==> config.mk <==
export PLATFORM = sky130hd
export DESIGN_NAME = rtch_queue
export DESIGN_NICKNAME = d
export VERILOG_FILES = /design/src/rtl/rtch_pkg.sv /design/src/rtl/rtch_queue.sv
export SDC_FILE = /design/constraint.sdc
export NUM_CORES = 1
export LEC_CHECK = 0
export ABC_CLOCK_PERIOD_IN_PS = 10400
export BUFFER_PORTS_ARGS = -buffer_cell sky130_fd_sc_hd__buf_2
export CORE_AREA = 4 4 184 275
export CTS_BUF_LIST = sky130_fd_sc_hd__clkbuf_2 sky130_fd_sc_hd__clkbuf_4 sky130_fd_sc_hd__clkbuf_8
export CTS_CLUSTER_SIZE = 25
export DETAILED_ROUTE_END_ITERATION = 7
export DIE_AREA = 0 0 188 279
export SYNTH_ARGS = -nofsm -noshare
export SYNTH_HDL_FRONTEND = slang
export SYNTH_SLANG_ARGS = --single-unit
==> constraint.sdc <==
create_clock -name clk -period 10.4 [get_ports clk]
set_input_delay 2.6 -clock clk [delete_from_list [all_inputs] [get_ports clk]]
set_output_delay 2.6 -clock clk [all_outputs]
set_load 0.1 [all_outputs]
==> src/rtl/rtch_pkg.sv <==
// Shared types and constants for the ray/triangle closest-hit block.
// No dependencies; imported by every module of the block.
package rtch_pkg;

	localparam int CRD_W  = 16;   // internal coordinate width after sign extension
	localparam int DIF_W  = 18;   // vertex differences
	localparam int HP_W   = 34;   // direction x edge products and h terms
	localparam int QP_W   = 36;   // origin-offset x edge products and q terms
	localparam int SUM_W  = 56;   // dot-product terms and their sums
	localparam int NUM_W  = 52;   // numerator and denominator of t
	localparam int IDX_W  = 24;   // widest triangle index carried through the queue
	localparam int OIDX_W = 16;   // result index width
	localparam int REG_W  = 16;   // configuration register width
	localparam int CIX_W  = 3;    // configuration index width
	localparam int QDEPTH = 4;
	localparam int QPTR_W = 2;
	localparam int PROD_W = 2 * NUM_W;
	localparam int HALF_W = NUM_W / 2;

	typedef enum logic [CIX_W-1:0] {
		REG_ORIG_X = 3'd0,
		REG_ORIG_Y = 3'd1,
		REG_ORIG_Z = 3'd2,
		REG_DIR_X  = 3'd3,
		REG_DIR_Y  = 3'd4,
		REG_DIR_Z  = 3'd5
	} reg_idx_t;

	localparam logic [REG_W-1:0] DIR_Z_RESET = 16'd256;

	// One classified triangle on its way from the front to the back.
	typedef struct packed {
		logic             cand;   // passed every hit test
		logic             last;
		logic [NUM_W-1:0] tn;
		logic [NUM_W-1:0] td;
		logic [IDX_W-1:0] idx;
	} rtch_entry_t;

	typedef enum logic [1:0] {
		B_IDLE = 2'd0,
		B_MUL  = 2'd1,
		B_FIN  = 2'd2
	} bst_t;

endpackage

==> src/rtl/rtch_queue.sv <==
// Four-entry queue that decouples the intersection pipeline from the closest-hit tracker.
// Depends on rtch_pkg.
module rtch_queue (
	input  logic                  clk,
	input  logic                  arst_n,
	input  logic                  push,
	input  rtch_pkg::rtch_entry_t push_entry,
	output logic                  full,
	input  logic                  pop,
	output logic                  not_empty,
	output rtch_pkg::rtch_entry_t head
);
	import rtch_pkg::*;

	rtch_entry_t mem [QDEPTH];
	logic [QPTR_W-1:0] wp_q, rp_q;
	logic [QPTR_W:0]   cnt_q;

	assign full      = (cnt_q == (QPTR_W+1)'(QDEPTH));
	assign not_empty = (cnt_q != '0);
	assign head      = mem[rp_q];

	always_ff @(posedge clk) begin
		if (push)
			mem[wp_q] <= push_entry;
	end

	always_ff @(posedge clk or negedge arst_n) begin
		if (!arst_n) begin
			wp_q  <= '0;
			rp_q  <= '0;
			cnt_q <= '0;
		end else begin
			if (push)
				wp_q <= wp_q + 1'b1;
			if (pop)
				rp_q <= rp_q + 1'b1;
			case ({push, pop})
				2'b10:   cnt_q <= cnt_q + 1'b1;
				2'b01:   cnt_q <= cnt_q - 1'b1;
				default: cnt_q <= cnt_q;
			endcase
		end
	end

endmodule

Yosys cells after proc, flatten, opt, wreduce, memory -nomap -nowiden --
Memory sizes are Yosys's and may differ from the RTL's. Index checks and enable logic that the tools add are counted.
Cells by class: add/subtract/negate cells 4, equality and inequality tests 3, muxes and demuxes 3, reduce and logical (&&, ||, !) cells 2
Operators with widths (count):
- one-hot mux 3 bit (2 select lines) | 1
- adder 2 x 1 -> 2 bit, second input constant | 2
- adder 3 x 1 -> 3 bit, second input constant | 1
- == test 3 bit, second input constant | 1
- nonzero test 3 bit | 1
- subtractor 3 x 1 -> 3 bit, second input constant | 1
- == test 2 x 1 -> 1 bit, second input constant | 1
- == test 2 bit, second input constant | 1
- two-way mux 1 bit | 2
- nonzero test 2 bit | 1
Word-level totals: register bits after elaboration 7, bits in writable memories 520, bits of input ports 134, output and inout port bits 132, word-level logic and storage cells 16, memories kept 1
Memories:
- mem | words 4, width 130, read ports 1, clocked after Yosys merged registers in 0, write ports 1, line rtch_queue.sv:15 | rtch_entry_t mem [QDEPTH];

Longest topological paths before layout --
depth in word-level cells 2, gate-level depth with buffers 7, mapped depth without buffers 7

Least setup slack after synthesis --
Ideal clock, no wire load.
kind input-to-reg, start point input port push, end point memory mem[0][0] (netlist name) (enable), library setup time 0.504 ns, arrival time 5.577 ns, required time 9.896 ns, slack 4.318 ns, stages 1, buffers on the path 0, cells stage by stage and2_1
On the way: cells in the longest elaborated chain, start to end 2
RTL lines:
- start, declared | line rtch_queue.sv:6 | input logic push,
- two-way mux 1 bit | line rtch_queue.sv:24 | if (push)
- two-way mux 1 bit (not written as such) | line rtch_queue.sv:25 | mem[wp_q] <= push_entry;
- end, declared | line rtch_queue.sv:15
No other way between the ends.

==> impl_summary.log <==
[metrics] vias per cell: 4.89
[metrics] Reg2Reg Depth: 5
[metrics] number of fillers in the final layout: 4038
[metrics] via count of the first global-routing pass: 9494
[metrics] MaxCap Viol Count: 0
[metrics] CP Class: flop to output port
[metrics] reg2reg start: wp_q[0]
[metrics] Num Clock Sinks: 527
[metrics] portion of netlist area occupied by mux cells: 0.153
[metrics] number of DRC markers after the initial detailed-route iteration: 429
[metrics] core region area: 48400 µm²
[metrics] antenna violations before repair: 11
[metrics] flop and latch count out of synthesis: 527
[metrics] number of cells produced by synthesis: 716
[metrics] sort of element at the end of the critical path: output port
[metrics] routed wire length: 38800 µm
[metrics] net count after synthesis: 856
[metrics] Worst Hold Path Cells: 1
[metrics] number of distinct library cells after synthesis: 19
[metrics] register clock-pin slew on the reported worst setup and hold paths: 60 ps
[metrics] Adder-Cell Fraction of Synth Area: 0.00431
[metrics] maximum root-to-sink buffer count: 3
[metrics] unrepaired setup endpoints after global routing: false
[metrics] Worst Clk Skew: 18.8 ps
[metrics] input/output buffers: 265
[metrics] post-CTS setup repair buffer count: 0
[metrics] HPWL after detailed placement: 22900 µm
[metrics] critical path startpoint category: flop
[metrics] post_cts resized: 0
[metrics] TritonCTS Buffers: 79
[metrics] Synth Area per Inst: 26.7 µm²
[metrics] WHS Endpoint: cnt_q[2]
[metrics] wire length on met1: 14500 µm
[metrics] total I/O pin count: 266
[metrics] wire length of the first global-routing pass: 58700 µm
[metrics] Die W: 188 µm
[metrics] hold violation total from the final report: 0
[metrics] share of the cycle needed by the critical path after routing: 0.601
[metrics] first-pass iteration count of the detailed router: 4
[metrics] slack of the worst reg-to-reg path: 7330 ps
[metrics] Tightest Pin Transition: 984 ps
[metrics] maximum fanout along the worst path: 35
[metrics] RePlAce Congestion: 0.729
[metrics] worst path required time: 7800 ps
[metrics] initial standard-cell utilization of the core: 0.395
[metrics] area fraction in and, or, nand and nor cells after synthesis: 0.00255
[metrics] y dimension of the die: 279 µm
[metrics] residual DRC count: 0
[metrics] number of buffers added to fix hold violations after cts: 0
[metrics] area used by sequential logic in the layout: 15800 µm²
[metrics] H-tree Lvls: 3
[metrics] combined area of all synthesized cells: 19100 µm²
[metrics] fraction of layout instances using a drive strength above 1: 0.491
[metrics] worst skew pair latency: 640 ps
[metrics] DIE AREA: 52500 µm²
[metrics] total overflow reported by the global router: 0
[metrics] final count of negative-setup-slack endpoints: 0
[metrics] XOR/XNOR share of the synthesized area: 0.00274
[metrics] fin crit period: 6250 ps
[metrics] # rows: 99
[metrics] post-synthesis compound-gate area fraction: 0.000261
[metrics] count of nets left with antenna violations after detail routing: 0
[metrics] outcome: finished, final reports clean
[metrics] crit path DAT: 3650 ps
[metrics] net total in the final layout: 1185
[metrics] Clk Tree Root Cell: clkbuf_8
[metrics] vias after detailed routing: 8637
[metrics] Top Metal Used: met5
[metrics] number of warnings issued by yosys: 0
[metrics] met3 WL: 2700 µm
[metrics] relative max-transition margin: 0.344
[metrics] accumulated negative setup slack: 0 ps
[metrics] Max Freq: 160 MHz
[metrics] Final Max Slew Viols: 0
[metrics] type of the most critical hold path: flop to flop
[metrics] TritonCTS clock tree: done
[metrics] area of combinational cells with multiple inputs: 3140 µm²
[metrics] main combinational cell family by area after synthesis: multiplexers
[metrics] largest net degree at the start of global routing: 61
[metrics] per-cell routed wire length: 22.0 µm
[metrics] area growth from synthesis to layout: 18.8%
[metrics] fraction of the yosys area taken by sequential cells: 0.825
[metrics] Worst Min Path Start: cnt_q[2]
[metrics] capture instance of the worst register-to-register path: mem[0][87]
[metrics] GRT Resource Usage Total: 0.149
[metrics] total length of routed met2 wires: 20400 µm
[sequential cells by signal, summed over array words and instances, names as in the netlist]
register,flops
cnt_q,3
mem,520
rp_q,2
wp_q,2
[layout make-up]
class	instances	area share
Antenna cell	5	0.000550
Multi-Input combinational cell	153	0.138
Sequential cell	527	0.695
Tap cell	656	0.0361
Inverter	6	0.000990
Timing Repair Buffer	278	0.0626
Clock inverter	30	0.00754
Clock buffer	111	0.0597
[critical path, cell delays in order, from the launching register on]
cell	delay, ps
dfrtp_4	890
buf_4	560
buf_4	610
mux4_2	600
buf_2	310
[cell families (layout without fill, tap and decap cells)]
family / Yosys count / after routing
buf+inv: 36 / 425
other cells: 0 / 5
mux: 131 / 131
xor+xnor: 6 / 6
compound gates: 1 / 1
fa+ha+maj: 6 / 6
flops: 527 / 527
simple gates: 9 / 9
[synth_stat cells (all sizes together)]
| cell | instances | area, µm² |
|---|---|---|
| or3 | 1 | 6.26 |
| clkbuf | 4 | 15.0 |
| ha | 5 | 62.6 |
| nor2 | 1 | 3.75 |
| mux4 | 130 | 2930 |
| dfrtp | 7 | 175 |
| fa | 1 | 20.0 |
| and2 | 4 | 25.0 |
| mux2i | 1 | 10.0 |
| inv | 6 | 22.5 |
| edfxtp | 520 | 15600 |
| and3 | 1 | 6.26 |
| xnor2 | 2 | 17.5 |
| buf | 26 | 195 |
| nand2 | 2 | 7.51 |
| o21ai | 1 | 5.00 |
| xor2 | 4 | 35.0 |
[cell usage in the layout (no fill, tap or decap), drive strengths merged, types with 2 or more instances in the layout]
cell      netlist  layout
mux4          130     130
clkinvlp        0       3
xor2            4       4
clkinv          0      25
buf            26     278
nand2           2       2
ha              5       5
and2            4       4
dfrtp           7       7
clkbuf          4     111
diode           0       5
xnor2           2       2
inv             6       7
edfxtp        520     520
[layer usage]
layer	vias to the layer above	global-route usage
met4	10	0.0665
met2	257	0.251
li1	3767	-
met1	4529	0.175
met5	-	0
met3	74	0.0491
[worst max path at each step]
stage               depth (start not counted)  startpoint         to
floorplan                                   1        push  mem[0][0]
global placement                            4     rp_q[0]   head[19]
detailed placement                          4     rp_q[0]    head[6]
CTS                                         4     rp_q[0]   head[17]
global route                                4     rp_q[0]   head[17]
finish                                      4     rp_q[0]   head[19]
[per-stage QoR]
step	worst slack [ps]	instance area, µm²	utilization	instances	hold slack (ps)
after floorplan	4320	19100	-	716	448
after global placement	4620	21200	0.438	1620	483
after detailed placement	4610	21200	0.438	1620	484
after CTS	3880	22700	0.469	1761	493
after global routing	3750	22700	0.470	1765	532
final	4150	22700	0.470	1766	490
Power is not shown: default switching activity piles up to over one toggle a cycle in this logic, so the estimate is an artifact.
