### src/rtl/rtch_pkg.sv
// Shared types and constants for the ray/triangle closest-hit block.
// No dependencies; imported by every module of the block.
package rtch_pkg;

	localparam int CRD_W  = 16;   // internal coordinate width after sign extension
	localparam int DIF_W  = 18;   // vertex differences
	localparam int HP_W   = 34;   // direction x edge products and h terms
	localparam int QP_W   = 36;   // origin-offset x edge products and q terms
	localparam int SUM_W  = 56;   // dot-product terms and their sums
	localparam int NUM_W  = 52;   // numerator and denominator of t
	localparam int IDX_W  = 24;   // widest triangle index carried through the queue
	localparam int OIDX_W = 16;   // result index width
	localparam int REG_W  = 16;   // configuration register width
	localparam int CIX_W  = 3;    // configuration index width
	localparam int QDEPTH = 4;
	localparam int QPTR_W = 2;
	localparam int PROD_W = 2 * NUM_W;
	localparam int HALF_W = NUM_W / 2;

	typedef enum logic [CIX_W-1:0] {
		REG_ORIG_X = 3'd0,
		REG_ORIG_Y = 3'd1,
		REG_ORIG_Z = 3'd2,
		REG_DIR_X  = 3'd3,
		REG_DIR_Y  = 3'd4,
		REG_DIR_Z  = 3'd5
	} reg_idx_t;

	localparam logic [REG_W-1:0] DIR_Z_RESET = 16'd256;

	// One classified triangle on its way from the front to the back.
	typedef struct packed {
		logic             cand;   // passed every hit test
		logic             last;
		logic [NUM_W-1:0] tn;
		logic [NUM_W-1:0] td;
		logic [IDX_W-1:0] idx;
	} rtch_entry_t;

	typedef enum logic [1:0] {
		B_IDLE = 2'd0,
		B_MUL  = 2'd1,
		B_FIN  = 2'd2
	} bst_t;

endpackage

### src/rtl/rtch_back.sv
// Back end: nearest-hit tracking with a four-step cross-multiply and the result register.
// Depends on rtch_pkg; drains rtch_queue.
module rtch_back (
	input  logic                          clk,
	input  logic                          arst_n,
	input  logic                          q_valid,
	input  rtch_pkg::rtch_entry_t         q_head,
	output logic                          pop,
	output logic                          out_valid,
	input  logic                          out_stall,
	output logic                          hit,
	output logic [rtch_pkg::OIDX_W-1:0]   hit_index,
	output logic [rtch_pkg::NUM_W-1:0]    hit_t_num,
	output logic [rtch_pkg::NUM_W-1:0]    hit_t_den
);
	import rtch_pkg::*;

	bst_t st_q, st_d;
	rtch_entry_t wrk_q;
	logic [1:0] k_q;
	logic [PROD_W-1:0] acc1_q, acc2_q;
	logic have_q;
	logic [NUM_W-1:0] bnum_q, bden_q;
	logic [IDX_W-1:0] bidx_q;
	logic ov_q, hit_q;
	logic [OIDX_W-1:0] oidx_q;
	logic [NUM_W-1:0] onum_q, oden_q;

	logic mul_en, fin_go, out_free;
	logic [HALF_W-1:0] ap, dp, cp, bp;
	logic [NUM_W-1:0] pp1, pp2;
	logic [PROD_W-1:0] sh1, sh2;
	logic upd, nh;
	logic [NUM_W-1:0] nnum, nden;
	logic [IDX_W-1:0] nidx;

	assign out_free = !ov_q || !out_stall;

	always_comb begin
		st_d = st_q;
		case (st_q)
			B_IDLE: if (q_valid) begin
				st_d = (q_head.cand && have_q) ? B_MUL : B_FIN;
			end
			B_MUL: if (k_q == 2'd3) begin
				st_d = B_FIN;
			end
			B_FIN: if (!wrk_q.last || out_free) begin
				st_d = B_IDLE;
			end
			default: st_d = B_IDLE;
		endcase
	end

	always_comb begin
		pop    = 1'b0;
		mul_en = 1'b0;
		fin_go = 1'b0;
		case (st_q)
			B_IDLE:  pop    = q_valid;
			B_MUL:   mul_en = 1'b1;
			B_FIN:   fin_go = !wrk_q.last || out_free;
			default: ;
		endcase
	end

	// Partial products of tn*best_den and best_num*td, one half-by-half pair per cycle.
	always_comb begin
		ap = k_q[1] ? wrk_q.tn[NUM_W-1:HALF_W] : wrk_q.tn[HALF_W-1:0];
		cp = k_q[1] ? bnum_q[NUM_W-1:HALF_W]   : bnum_q[HALF_W-1:0];
		dp = k_q[0] ? bden_q[NUM_W-1:HALF_W]   : bden_q[HALF_W-1:0];
		bp = k_q[0] ? wrk_q.td[NUM_W-1:HALF_W] : wrk_q.td[HALF_W-1:0];
		pp1 = NUM_W'(ap) * NUM_W'(dp);
		pp2 = NUM_W'(cp) * NUM_W'(bp);
		case (k_q)
			2'd0: begin
				sh1 = PROD_W'(pp1);
				sh2 = PROD_W'(pp2);
			end
			2'd3: begin
				sh1 = PROD_W'(pp1) << NUM_W;
				sh2 = PROD_W'(pp2) << NUM_W;
			end
			default: begin
				sh1 = PROD_W'(pp1) << HALF_W;
				sh2 = PROD_W'(pp2) << HALF_W;
			end
		endcase
	end

	always_comb begin
		upd  = wrk_q.cand && (!have_q || (acc1_q < acc2_q));
		nh   = have_q || upd;
		nnum = upd ? wrk_q.tn  : bnum_q;
		nden = upd ? wrk_q.td  : bden_q;
		nidx = upd ? wrk_q.idx : bidx_q;
	end

	always_ff @(posedge clk or negedge arst_n) begin
		if (!arst_n) begin
			st_q   <= B_IDLE;
			k_q    <= '0;
			have_q <= 1'b0;
			bnum_q <= '0;
			bden_q <= '0;
			bidx_q <= '0;
			ov_q   <= 1'b0;
		end else begin
			st_q <= st_d;
			if (pop)
				k_q <= '0;
			else if (mul_en)
				k_q <= k_q + 1'b1;
			if (ov_q && !out_stall)
				ov_q <= 1'b0;
			if (fin_go) begin
				if (wrk_q.last) begin
					ov_q   <= 1'b1;
					have_q <= 1'b0;
					bnum_q <= '0;
					bden_q <= '0;
					bidx_q <= '0;
				end else begin
					have_q <= nh;
					bnum_q <= nnum;
					bden_q <= nden;
					bidx_q <= nidx;
				end
			end
		end
	end

	always_ff @(posedge clk) begin
		if (pop) begin
			wrk_q  <= q_head;
			acc1_q <= '0;
			acc2_q <= '0;
		end else if (mul_en) begin
			acc1_q <= acc1_q + sh1;
			acc2_q <= acc2_q + sh2;
		end
		if (fin_go && wrk_q.last) begin
			hit_q  <= nh;
			oidx_q <= nh ? nidx[OIDX_W-1:0] : '0;
			onum_q <= nh ? nnum : '0;
			oden_q <= nh ? nden : '0;
		end
	end

	assign out_valid = ov_q;
	assign hit       = hit_q;
	assign hit_index = oidx_q;
	assign hit_t_num = onum_q;
	assign hit_t_den = oden_q;

endmodule

### config.mk
export PLATFORM = sky130hd
export DESIGN_NAME = rtch_back
export DESIGN_NICKNAME = d
export VERILOG_FILES = /design/src/rtl/rtch_pkg.sv /design/src/rtl/rtch_back.sv
export SDC_FILE = /design/constraint.sdc
export NUM_CORES = 2
export LEC_CHECK = 0
export ABC_CLOCK_PERIOD_IN_PS = 29300
export BUFFER_PORTS_ARGS = -buffer_cell sky130_fd_sc_hd__buf_2
export CAP_MARGIN = 20
export CORE_ASPECT_RATIO = 1.2
export CORE_MARGIN = 3
export CORE_UTILIZATION = 35
export DETAILED_ROUTE_END_ITERATION = 16
export HOLD_SLACK_MARGIN = 0.08
export PLACE_DENSITY = 0.49
export SYNTH_ARGS = -nofsm -noshare
export SYNTH_HDL_FRONTEND = slang
export SYNTH_SLANG_ARGS = --single-unit
### constraint.sdc
create_clock -name clk -period 29.3 [get_ports clk]
set_clock_uncertainty 0.05 [all_clocks]
set_input_delay 0 -clock clk [delete_from_list [all_inputs] [get_ports clk]]
set_output_delay 0 -clock clk [all_outputs]
set_load 0.02 [all_outputs]
# Yosys cells after proc, flatten, opt, wreduce, memory -nomap -nowiden
# Cells that the tools add are included.
# W data, S select, Z words.
classes:
  n_lt_le_gt_ge: 1
  muxes: 26
  reduce_logical: 16
  n_mul: 2
  n_eq_ne: 6
  addsub: 3
ops:
  columns: ["op", "n"]
  rows:
  - ["$pmux W104 S2", 2]
  - ["$add A104 B104 Y104", 2]
  - ["$mux W52", 4]
  - ["$lt A104 B104 Y1", 1]
  - ["$mul A26 B26 Y52", 2]
  - ["$mux W26", 4]
  - ["$mux W16", 2]
  - ["$mux W2", 6]
  - ["$mux W1", 7]
  - ["$ne A2 B2 Y1 const B", 3]
  - ["$pmux W2 S3", 1]
  - ["$eq A2 B2 Y1 const B", 2]
  - ["$logic_and A1 B1 Y1", 4]
  - ["$logic_not A1 Y1", 4]
  - ["$logic_not A2 Y1", 2]
  - ["$logic_or A1 B1 Y1", 4]
  - ["$reduce_and A3 Y1", 1]
  - ["$add A2 B1 Y2 const B", 1]
  - ["$eq A2 B1 Y1 const B", 1]
  - ["$reduce_bool A2 Y1", 1]
totals:
  ff_bits: 577
  input_bits: 134
  out_inout_bits: 123

# Logic depth before layout (Yosys ltp)
logic_depth:
  word_depth: 5
  mapped_depth: 47
  mapped_depth_nobuf: 41

# Worst setup path after synthesis
# OpenSTA, ideal clock, no wires.
synth_path:
  path_kind: "flip-flop to flip-flop"
  startpoint: "register k_q[1]"
  endpoint: "register acc2_q[101]"
  stages_incl_launch_ff: 43
  setup_ps: 64
  synth_period_minus_slack_ps: 11147
  path_slack_ps: 18153
  arrival_time_ps: 11033
  required_time_ps: 29186
  path_cell_list: "dfrtp_1 -> clkbuf_1 -> clkbuf_1 -> clkbuf_1 -> mux2i_1 -> clkbuf_1 -> nor2_1 -> fa_1 -> fa_1 -> inv_1 -> fa_1 -> fa_1 -> inv_1 -> fa_1 -> fa_1 -> inv_1 -> fa_1 -> inv_1 -> (+7 left out) -> a21o_1 -> a221oi_1 -> o21bai_1 -> xor2_1 -> a22o_1 -> ha_1 -> buf_2 -> nand4_1 -> or3_1 -> or4_1 -> a21oi_1 -> nor3_2 -> o31a_1 -> o21ba_2 -> a211oi_2 -> a2111oi_0 -> or4_1 -> nand4_1"
synth_via:
  elab_chain_len: 4
synth_rtl:
  columns: ["item", "line_no", "rtl"]
  rows:
  - ["from (decl)", "rtch_back.sv:20", "logic [1:0] k_q;"]
  - ["from (signal assigned)", "rtch_back.sv:113", "k_q <= k_q + 1'b1;"]
  - ["$mux W26", "rtch_back.sv:70", "cp = k_q[1] ? bnum_q[NUM_W-1:HALF_W] : bnum_q[HALF_W-1:0];"]
  - ["$mul A26 B26 Y52", "rtch_back.sv:74", "pp2 = NUM_W'(cp) * NUM_W'(bp);"]
  - ["$pmux W104 S2 (*)", "rtch_back.sv:75", "case (k_q)"]
  - ["$add A104 B104 Y104 (*)", "rtch_back.sv:140", "acc2_q <= acc2_q + sh2;"]
  - ["to (signal assigned)", "rtch_back.sv:140", null]
  - ["to (decl)", "rtch_back.sv:21", "logic [PROD_W-1:0] acc1_q, acc2_q;"]
# Every way passes the cells marked *; elsewhere a longest branch is shown, timed or not.
# A chain may end at the register's enable or synchronous reset.

# Worst setup path after layout
layout_path:
  startpoint: "register k_q[1]"
  endpoint: "register acc2_q[102]"
# The elaborated chain is that of the path after synthesis.

==> impl_metrics.csv <==
group,metric,value,unit
sta,timing.final.crit_share,0.491,
sta,max_slew_margin,0.169,
floorplanning,fp-row-count,192,
clock_network,max_h_tree_level,3,
route,route.antenna.remaining_nets,0,
clock_network,cts_setup_buffers,0,
sta,worst_slew_pin_slew,1240,ps
worst_setup_path,worst_setup_path_start_kind,"flop",
floorplanning,die_height,533,um
sta,slew_viol_final,0,
layout,multiInputGateArea,0.0596,mm2
floorplanning,start_util,0.354,
placed_design,buffer_ports.inserted,248,
route,detail_route.drc_violations,0,
clock_network,cts.root.buffer_cell,"clkbuf_16",
route,vias_per_cell,5.45,
synth,ys.flop_type,"edfxtp_1",
clock_network,clock_path_buffers,3,
status,outcome,"finished, final reports clean",
synth,postSynthNetCount,11197,
grt,grt_busiest_layer,"met2",
layout,final_net_count,11436,
synth,synth_top_cells_by_count,"1,467 x inv_1, 1,165 x nand2_1, 1,150 x fa_1, 916 x nor2_1, 699 x ha_1",
layout,fillCellCount,23321,
floorplanning,die-area,0.238,mm2
worst_setup_path,max_stage_delay,1010,ps
grt,met1_usage,0.336,
floorplanning,floorplan.io_pins,257,
synth,yosysWarnings,0,
grt,antenna_found_initial,12,
placed_design,placedInstanceArea,0.0858,mm2
synth,synth_area_leaders,"fa_1 28%, ha_1 11%, edfxtp_1 9.0%",
synth,synth.largest_area_cell,"fa_1",
sta,period_minus_slack,14390,ps
worst_setup_path,worst-setup-path-type,"reg -> reg",
grt,grt_util_met3,0.0343,
synth,synth.top_cell.area_share,0.284,
worst_setup_path,critPathArrivalTime,15000,ps
floorplanning,dieWidth,445,um
synth,post_synth_inst_count,9214,
route,via_count,68255,
synth,synth-async-reset-ratio,0.218,
synth,post_synth_edffs,243,
route,drt_first_iter_violations,5332,
route,avgRoutedWirePerCell,25.2,um
layout,flow.area_growth_from_synthesis,12.0,%
worst_setup_path,critical-path-top-cell-by-count,"fa_1",
synth,synth.distinct_cells,95,
grt,groute.layer.met2.usage,0.437,
grt,grt_pass1_vias,70884,
synth,mappedNetlistArea,0.0811,mm2
clock_network,cts_tree,"done",
worst_setup_path,cp_max_fo,48,
clock_network,cts-buffers-inserted,76,
sta,achievable-frequency,69.5,MHz
layout,finalInstanceArea,0.0909,mm2
grt,residual_overflow_from_global_routing,0,
layout,final_layout_size_suffix_gt1_frac,0.0739,
floorplanning,core_region_area,0.229,mm2
grt,grt_overall_usage,0.263,
route,routed_wirelength,315000,um
sta,finalSetupViolations,0,
clock_network,numClockSinks,577,
worst_setup_path,endpoint_kind,"flop",
worst_setup_path,required,29920,ps
sta,final-hold-violation-count,0,
job,maxCapViolations,0,
placed_design,gpl.final_weighted_congestion,0.968,
sta,totalNegativeSetupSlack,0,ps
clock_network,clk_latency,730,ps
synth,synthesized_area_divided_by_synthesized_cell_count,8.80,um2
synth,ys_seq_area_frac,0.180,
clock_network,postCtsResizedCells,0,
clock_network,clk_pin_slew,60,ps
synth,yosys_register_bits,577,
route,drtPass1Iterations,6,
sta,layout_setup_ws,14910,ps
synth,most_repeated_cell_in_the_gate_level_netlist_after_synthesis,"inv_1",
grt,grt_max_degree,86,
placed_design,detailedPlacementHpwl,247000,um
sta,rsz0062_at_grt,"no",
worst_setup_path,critical_path.slowest_cell,"mux2i_4",
placed_design,pre_cts_slack,15030,ps
grt,grt_first_pass_wirelength,468000,um
worst_hold_path,holdCritPathClass,"in -> reg",
layout,layout.area.seq,0.0146,mm2
[area by class of cell]
class | count | share of cell area
multi-input cells | 6694 | 0.656
flip-flops and latches | 577 | 0.161
inverters | 1468 | 0.0607
repair buffers | 636 | 0.0528
well taps | 3007 | 0.0414
clock buffers | 108 | 0.0232
clock inverters | 33 | 0.00486
diodes | 8 | 0.000220
[placed cells by master (no fill, tap or decap), drive strengths merged, types with 22 or more instances in the layout]
cell type,synthesis,layout
and3,34,34
o21ai,289,289
clkbuf,421,108
fa,1150,1150
buf,54,387
a31oi,44,44
o31ai,22,22
dfrtp,126,126
nor2,916,916
dfxtp,208,208
mux2i,94,94
clkinv,1,24
inv,1467,1471
edfxtp,243,243
o21bai,76,76
xor2,93,93
nand2,1166,1166
and2,112,112
mux2,99,99
or3,22,22
a21o,219,219
nand2b,34,34
ha,699,699
nand4,114,114
a211oi,27,27
dlygate4sd3,0,249
xnor2,193,193
a21oi,539,539
o21a,34,34
nand3,73,73
a22o,326,326
nor2b,32,32
nor3,42,42
[path summary, 6_finish.rpt]
path	startpoint	endpoint	slack, ps	cells past startpoint
max	k_q[1]	acc2_q[102]	14910	39
min in group asynchronous	arst_n	bden_q[24]	360	4
min reg2reg	acc2_q[3]	acc2_q[3]	430	2
max in group asynchronous	arst_n	k_q[1]	28000	4
min	q_head[129]	st_q[0]	200	5
max reg2reg	k_q[1]	acc2_q[102]	14910	39
[logic make-up after synthesis]
logic type,share of synthesized area
AND/OR/NAND/NOR,0.137
buffers and inverters,0.0904
adder cells (fa/ha/maj),0.392
AO/OA/AOI/OAI,0.144
flip-flops,0.180
XOR/XNOR,0.0309
multiplexers,0.0256
[critical path, delay by kind of cell, from the launching register on]
kind | cells | cell delay, ps
xor gates and xnor gates | 1 | 830
muxes | 1 | 1010
AOI/OAI and AO/OA | 12 | 3510
buffers and inverters | 6 | 1570
adders and majority gates | 9 | 4000
and+or+nand+nor | 10 | 2450
DFF | 1 | 760
[repair_timing]
action / in CTS / in global routing
hold buffers: 250 / 0
setup endpoints to repair: 0 / 0
hold endpoints to repair: 265 / 0
[routing by layer]
metal / wire length [um] / vias to the layer above
li1: - / 30539
met1: 129000 / 34577
met2: 148000 / 2572
met3: 20000 / 565
met4: 18600 / 2
met5: 16 / -
[state kept, by name (all words and copies together), names as in the netlist]
name	cells
hit_t_den	52
acc2_q	104
hit_index	16
hit	1
acc1_q	104
wrk_q	122
st_q	2
have_q	1
k_q	2
hit_t_num	52
bidx_q	16
bnum_q	52
bden_q	52
out_valid	1
[through the flow]
stage                     instances  utilization  hold WS (ps)
after floorplan                9214            -          -346
after global placement        12128        0.374          -115
after detailed placement      12131        0.374          -113
after CTS                     12522        0.396           152
after global routing          12525        0.396           217
final                         12531        0.396           204
Power is left out: the tool's default activity adds up to more than one toggle a clock period on the data nets, which glitch-free logic cannot reach.
